$ cat src/design/famu_pkg.sv
// Shared types, constants and saturation helpers for the fin actuator model.
// Used by the controller, the datapath, the multiply unit, the top level and the checker.
package famu_pkg;

	// stream payload and configuration port
	localparam int DATA_W     = 32;
	localparam int TDATA_W    = 3 * DATA_W;
	localparam int CFG_ADDR_W = 3;
	localparam int CFG_DATA_W = 32;

	// configuration register indexes
	localparam logic [CFG_ADDR_W-1:0] CFG_IDX_POS_LIMIT  = 3'd0;
	localparam logic [CFG_ADDR_W-1:0] CFG_IDX_RATE_LIMIT = 3'd1;
	localparam logic [CFG_ADDR_W-1:0] CFG_IDX_NAT_FREQ   = 3'd2;
	localparam logic [CFG_ADDR_W-1:0] CFG_IDX_DAMPING    = 3'd3;
	localparam logic [CFG_ADDR_W-1:0] CFG_IDX_TIME_STEP  = 3'd4;

	// configuration reset values
	localparam logic [30:0] POS_LIMIT_RST  = 31'd8199025;
	localparam logic [30:0] RATE_LIMIT_RST = 31'd175691006;
	localparam logic [23:0] NAT_FREQ_RST   = 24'd409600;
	localparam logic [15:0] DAMPING_RST    = 16'd11469;
	localparam logic [31:0] TIME_STEP_RST  = 32'd4294967;

	// fin indexing
	localparam int               FIN_IDX_W = 2;
	localparam int               FINS      = 4;
	localparam logic [FIN_IDX_W-1:0] FIN_LAST = 2'd3;

	// shared multiplier: signed operand, split into two halves
	localparam int MUL_A_W    = 50;
	localparam int MUL_HALF_W = 25;
	localparam int MUL_B_W    = 32;
	localparam int MUL_RES_W  = 64;

	// controller states
	typedef enum logic [2:0] {
		ST_IDLE,
		ST_CLAMP,
		ST_MUL,
		ST_WAIT,
		ST_MIX,
		ST_OUT
	} state_t;

	// multiply unit phases
	typedef enum logic [2:0] {
		MPH_IDLE,
		MPH_ABS,
		MPH_LO,
		MPH_HI,
		MPH_SUM,
		MPH_OUT
	} mul_phase_t;

	// multiply steps of one fin update, in order
	typedef enum logic [2:0] {
		STEP_POS,   // (rate + previous slope) * dt
		STEP_ERR,   // error * wn
		STEP_WN,    // (error * wn) * wn
		STEP_DAMP,  // rate * 2 zeta wn
		STEP_RATE   // (acc + previous acc) * dt
	} step_t;

	typedef struct packed {
		logic                 load;
		logic                 clamp;
		logic                 mul_start;
		logic                 mul_take;
		step_t                step;
		logic [FIN_IDX_W-1:0] fin;
		logic                 mix;
		logic                 out_load;
	} famu_cmd_t;

	typedef struct packed {
		logic mul_done;
		logic mul_busy;
	} famu_sts_t;

	// saturate a wide signed value to 32 bits
	function automatic logic signed [31:0] sat32(input logic signed [65:0] v);
		if (v[65:31] != {35{v[65]}})
			return v[65] ? {1'b1, {31{1'b0}}} : {1'b0, {31{1'b1}}};
		return v[31:0];
	endfunction

	// saturate a wide signed value to 40 bits
	function automatic logic signed [39:0] sat40(input logic signed [65:0] v);
		if (v[65:39] != {27{v[65]}})
			return v[65] ? {1'b1, {39{1'b0}}} : {1'b0, {39{1'b1}}};
		return v[39:0];
	endfunction

	// saturate a wide signed value to 41 bits
	function automatic logic signed [40:0] sat41(input logic signed [65:0] v);
		if (v[65:40] != {26{v[65]}})
			return v[65] ? {1'b1, {40{1'b0}}} : {1'b0, {40{1'b1}}};
		return v[40:0];
	endfunction

	// saturate a wide signed value to 48 bits
	function automatic logic signed [47:0] sat48(input logic signed [65:0] v);
		if (v[65:47] != {19{v[65]}})
			return v[65] ? {1'b1, {47{1'b0}}} : {1'b0, {47{1'b1}}};
		return v[47:0];
	endfunction

endpackage

$ cat src/design/famu_ctrl.sv
// Controller of the fin actuator model: walks four fins through clamp and five multiply steps.
// Drives famu_dp by command struct and owns the stream handshakes; depends on famu_pkg.
module famu_ctrl import famu_pkg::*; (
	input  logic      clk,
	input  logic      arst_n,
	input  logic      s_axis_tvalid,
	output logic      s_axis_tready,
	output logic      m_axis_tvalid,
	input  logic      m_axis_tready,
	input  famu_sts_t sts,
	output famu_cmd_t cmd
);

	state_t               state_q;
	state_t               state_nxt;
	step_t                step_q;
	step_t                step_nxt;
	logic [FIN_IDX_W-1:0] fin_q;
	logic                 out_valid_q;
	logic                 out_fire;
	logic                 fin_done;

	assign out_fire = (state_q == ST_OUT) && (!out_valid_q || m_axis_tready);
	assign fin_done = (state_q == ST_WAIT) && sts.mul_done && (step_q == STEP_RATE);

	// step order
	always_comb begin
		unique case (step_q)
			STEP_POS:  step_nxt = STEP_ERR;
			STEP_ERR:  step_nxt = STEP_WN;
			STEP_WN:   step_nxt = STEP_DAMP;
			STEP_DAMP: step_nxt = STEP_RATE;
			STEP_RATE: step_nxt = STEP_POS;
			default:   step_nxt = STEP_POS;
		endcase
	end

	// next state
	always_comb begin
		state_nxt = state_q;
		unique case (state_q)
			ST_IDLE:  if (s_axis_tvalid) state_nxt = ST_CLAMP;
			ST_CLAMP: state_nxt = ST_MUL;
			ST_MUL:   state_nxt = ST_WAIT;
			ST_WAIT: begin
				if (sts.mul_done) begin
					if (step_q != STEP_RATE)
						state_nxt = ST_MUL;
					else if (fin_q == FIN_LAST)
						state_nxt = ST_MIX;
					else
						state_nxt = ST_CLAMP;
				end
			end
			ST_MIX:   state_nxt = ST_OUT;
			ST_OUT:   if (out_fire) state_nxt = ST_IDLE;
			default:  state_nxt = ST_IDLE;
		endcase
	end

	// datapath commands
	always_comb begin
		cmd      = '0;
		cmd.step = step_q;
		cmd.fin  = fin_q;
		unique case (state_q)
			ST_IDLE:  cmd.load      = s_axis_tvalid;
			ST_CLAMP: cmd.clamp     = 1'b1;
			ST_MUL:   cmd.mul_start = !sts.mul_busy;
			ST_WAIT:  cmd.mul_take  = sts.mul_done;
			ST_MIX:   cmd.mix       = 1'b1;
			ST_OUT:   cmd.out_load  = out_fire;
			default: ;
		endcase
	end

	// state, fin and step counters, output valid
	always_ff @(posedge clk or negedge arst_n) begin
		if (!arst_n) begin
			state_q     <= ST_IDLE;
			step_q      <= STEP_POS;
			fin_q       <= '0;
			out_valid_q <= 1'b0;
		end else begin
			state_q <= state_nxt;
			if (state_q == ST_IDLE && s_axis_tvalid) begin
				fin_q  <= '0;
				step_q <= STEP_POS;
			end else if (state_q == ST_WAIT && sts.mul_done) begin
				step_q <= step_nxt;
			end
			if (fin_done)
				fin_q <= fin_q + 1'b1;
			if (out_fire)
				out_valid_q <= 1'b1;
			else if (m_axis_tready)
				out_valid_q <= 1'b0;
		end
	end

	assign s_axis_tready = (state_q == ST_IDLE);
	assign m_axis_tvalid = out_valid_q;

endmodule

$ cat config.mk
export PLATFORM = sky130hd
export DESIGN_NAME = famu_ctrl
export DESIGN_NICKNAME = d
export VERILOG_FILES = /design/src/design/famu_pkg.sv /design/src/design/famu_ctrl.sv
export SDC_FILE = /design/constraint.sdc
export NUM_CORES = 1
export LEC_CHECK = 0
export BUFFER_PORTS_ARGS = -buffer_cell sky130_fd_sc_hd__buf_2
export CORE_AREA = 2 2 39 41
export DETAILED_ROUTE_END_ITERATION = 12
export DIE_AREA = 0 0 41 43
export PLACE_DENSITY = 0.7
export SLEW_MARGIN = 15
export SYNTH_ARGS = -nofsm -noshare
export SYNTH_HDL_FRONTEND = slang
export SYNTH_SLANG_ARGS = --single-unit
export TNS_END_PERCENT = 30
$ cat constraint.sdc
create_clock -name clk -period 1.3 [get_ports clk]
set_input_delay 0.13 -clock clk [delete_from_list [all_inputs] [get_ports clk]]
set_output_delay 0.13 -clock clk [all_outputs]
set_load 0.05 [all_outputs]
Word-level counts from Yosys, hierarchy flattened
Index checks and enable logic that the tools add are counted.
{"block": "word_totals", "reg_bits": 9, "inputBits": 6, "output_inout_bits": 13, "elab_cells": 51}
{"block": "classes", "add_sub_neg": 1, "eq_ne": 14, "mux": 19, "reduce_logical": 13}
{"cell": "$mux W3", "count": 7}
{"cell": "$pmux W3 S6", "count": 1}
{"cell": "$eq A3 B2 Y1 const B", "count": 4}
{"cell": "$pmux W3 S4", "count": 1}
{"cell": "$eq A3 B3 Y1 const B", "count": 3}
{"cell": "$mux W1", "count": 8}
{"cell": "$eq A3 B1 Y1 const B", "count": 2}
{"cell": "$logic_not A3 Y1", "count": 2}
{"cell": "$ne A2 B2 Y1 const B", "count": 3}
{"cell": "$reduce_bool A2 Y1", "count": 3}
{"cell": "$logic_and A1 B1 Y1", "count": 4}
{"cell": "$mux W2", "count": 2}
{"cell": "$ne A3 B3 Y1 const B", "count": 1}
{"cell": "$reduce_and A3 Y1", "count": 1}
{"cell": "$add A2 B1 Y2 const B", "count": 1}
{"cell": "$eq A2 B2 Y1 const B", "count": 1}
{"cell": "$logic_not A1 Y1", "count": 2}
{"cell": "$logic_or A1 B1 Y1", "count": 1}

Logic depth before layout (Yosys ltp)
{"block": "depth", "depth_word": 5, "depth_mapped": 5, "ltp_nobuf": 4}

Worst setup path after synthesis
No wires, ideal clock.
{"block": "synth_path", "path_kind": "flip-flop to output port", "startpoint": "register state_q[0]", "endpoint": "output cmd[9] (netlist name)", "arrival_time_ns": 1.858, "t_required_ns": 1.170, "setup_slack_ns": -0.688, "stages_incl_launch_ff": 4, "path_buffers": 1, "cell_sequence": "dfrtp_1 > clkbuf_1 > inv_1 > nor3_1"}
{"element": "from (decl)", "line_no": "famu_ctrl.sv:14", "source": "state_t state_q;"}
{"element": "from (signal assigned)", "line_no": "famu_ctrl.sv:85", "source": "state_q <= state_nxt;"}
{"element": "to (decl)", "line_no": "famu_ctrl.sv:11", "source": "output famu_cmd_t cmd"}

==> metrics.csv <==
metric,value,unit
holdCritPathClass,primary input to flop,
synth_seq_area_share,0.416,
port_buffers,18,
dieArea,0.00176,mm^2
slew_headroom,0.827,
final_layout_size_suffix_gt1_frac,0.620,
ios,19,
min_from,sts[1],
synthTopCellsByArea,"dfrtp_1 (42%), a21oi_1 (5.5%), nor3_1 (5.5%)",
synth_cells,55,
whs,0.133,ns
power.internal,0.000945,W
coreArea,0.00138,mm^2
groute.usage.overall,0.214,
wl_per_cell,14.6,um
clockRootBuffer,clkbuf_4,
period_share,1.08,
clock_path_buffers,2,
gp_congestion,0.726,
crit_required,1.17,ns
grt_setup_unrepaired,true,
grt_first_pass_wirelength,2.48,mm
status,"complete, but fails checks",
insertion_delay,0.27,ns
grt_use_met2,0.363,
ant_nets,0,
path_depth,4,
wirelength,1.57,mm
failed_checks,negative setup slack,
avgViaCountPerCell,5.32,
synth_top_cell_area_share,0.416,
period_minus_slack,1.40,ns
clkSinkCount,9,
grt_overflow,0,
cp_top_family,flip-flops,
drtIter0Drc,10,
start_kind,flop,
rrSetupSlack,-0.05,ns
arrival,1.27,ns
use_met1,0.224,
grt_max_degree,10,
crit_buf_inv,2,
pre_cts_slack,-0.0278,ns
nets,100,
r2r-start,state_q[0],
post_synth_instance_area,542,um^2
hpwl,999,um
cp_max_fo,6,
seqPwrFrac,0.250,
place_area,728,um^2
synth_largest_area_cell,dfrtp_1,
antenna_found_initial,0,
pwr-share-comb,0.625,
die_x,41,um
cp_slowest_cell,dfrtp_2,
fillerInstances,114,
worstRegToRegCells,4,
grt_use_met3,0.0524,
ys_ff_latch,9,
timing.final.ws_setup,-0.105,ns
maxSlewViolCount,0,
clockPowerShare,0.125,
num_rows,14,
syn2layout_area_growth,75.1,%
p_leak,0.461,nW
finalHoldViolCount,0,
dr.pass1.iters,4,
cts_tree,done,
initial_utilization,0.392,
drv_cap,0,
vias,575,
synth_cell_type_count,26,
syn_avg_cell_area,9.85,um^2
min_to,state_q[1],
crit_path_end_kind,output port,
vdd_drop_max,0.00120,V
num_antenna_cells,0,
r2r-end,step_q[1],
max_slew.worst_pin.slew,0.259,ns
grt_pass1_vias,583,
finalClockSkew,0.00273,ns
fmax,0.712,GHz
htreeDepth,1,
switching_share,0.484,
crit_chain,buf_6 -> nand2b_4 -> nor2_4 -> buf_8,
path_class,flop to output port,
power.density,1930,mW/mm^2
clkSlewWorstSetupHoldPaths,0.06,ns
critical-path-max-stage-delay,0.44,ns
die_h,43,um
drc,0,
numCtsBuffers,3,
syn-num-nets,62,
fin_area,948,um^2
setup_viol,9,
hold_path_depth,2,
busiest_layer,met2,
yosysWarnings,0,
setup_tns,-0.608,ns
p_switching,0.000888,W
## sequential cells by signal, summed over array words and instances, names as in the netlist
signal	cells
state_q	3
step_q	3
fin_q	2
m_axis_tvalid	1
## power groups by stage
stage / Sequential, W / Combinational [W] / Clock [W]
3_3_place_gp: 0.000456 / 0.000922 / 0
3_5_place_dp: 0.000461 / 0.000936 / 0
5_1_grt: 0.000472 / 0.00122 / 0.000243
4_1_cts: 0.000451 / 0.00110 / 0.000227
6_report: 0.000459 / 0.00115 / 0.000229
2_1_floorplan: 0.000728 / 0.000365 / 0
## per-stage QoR
| step | utilization | instances | total power [W] |
|---|---|---|---|
| final | 0.685 | 108 | 0.00183 |
| after global routing | 0.685 | 108 | 0.00194 |
| after CTS | 0.656 | 108 | 0.00178 |
| after detailed placement | 0.526 | 96 | 0.00140 |
| after global placement | 0.526 | 96 | 0.00138 |
| after floorplan | - | 55 | 0.00109 |
## final cells by class
cell class                      instances  area [um^2]  area share
Multi-Input combinational cell         40          360       0.380
Timing Repair Buffer                   37          305       0.322
Sequential cell                         9          229       0.241
Clock buffer                            4         26.3      0.0277
Tap cell                               16         20.0      0.0211
Inverter                                2         7.51     0.00792
## routing by layer
metal	share of wire	up-vias
li1	-	279
met1	0.42	272
met2	0.51	19
met3	0.044	5
met4	0.024	0
met5	0	-
## cell families after synthesis
logic type                 after synthesis  synth area share
DFF                                      9             0.416
AOI/OAI and AO/OA                       15             0.187
and+or+nand+nor                         24             0.309
buffers and inverters                    6            0.0647
adders and majority gates                1            0.0231
## cells in the final DEF (no fill, tap or decap), types with 3 or more instances in the layout
| cell type | count |
|---|---|
| a21oi_1 | 5 |
| buf_2 | 11 |
| buf_4 | 13 |
| buf_6 | 10 |
| clkbuf_4 | 3 |
| dfrtp_1 | 6 |
| dfrtp_2 | 3 |
| nand2_1 | 4 |
| nor3_1 | 3 |
| nor3_4 | 3 |
## synthesized netlist by cell type, drive strengths merged
cell type  number
dfrtp           9
a21oi           6
nor3            6
nand2           4
nand2b          4
nor2            4
buf             3
inv             2
nand4b          2
o21ai           2
a21o            1
a32o            1
a41o            1
a41oi           1
clkbuf          1
ha              1
nor3b           1
nor4b           1
o21bai          1
o221ai          1
o22a            1
or3b            1
or4b            1
## worst register-to-register path, cell delays in order (launching register included)
cell	delay (ns)
dfrtp_2	0.41
buf_6	0.13
nand4b_4	0.11
or4b_4	0.50
a21oi_2	0.13
## worst max path at each step
stage	start	end
floorplan	state_q[1]	fin_q[1]
global placement	state_q[1]	cmd[0]
detailed placement	state_q[2]	step_q[1]
CTS	state_q[2]	cmd[10]
global route	state_q[1]	s_axis_tready
finish	state_q[1]	cmd[0]
## repair_timing
action                     4_1_cts  5_1_grt
resized for setup               29        9
setup endpoints to repair        9       13
pin swaps                        4        5
setup buffers                    7        0
hold endpoints to repair         9        0
hold buffers                     1        0
No activity file was read; power rests on OpenSTA's default activity.
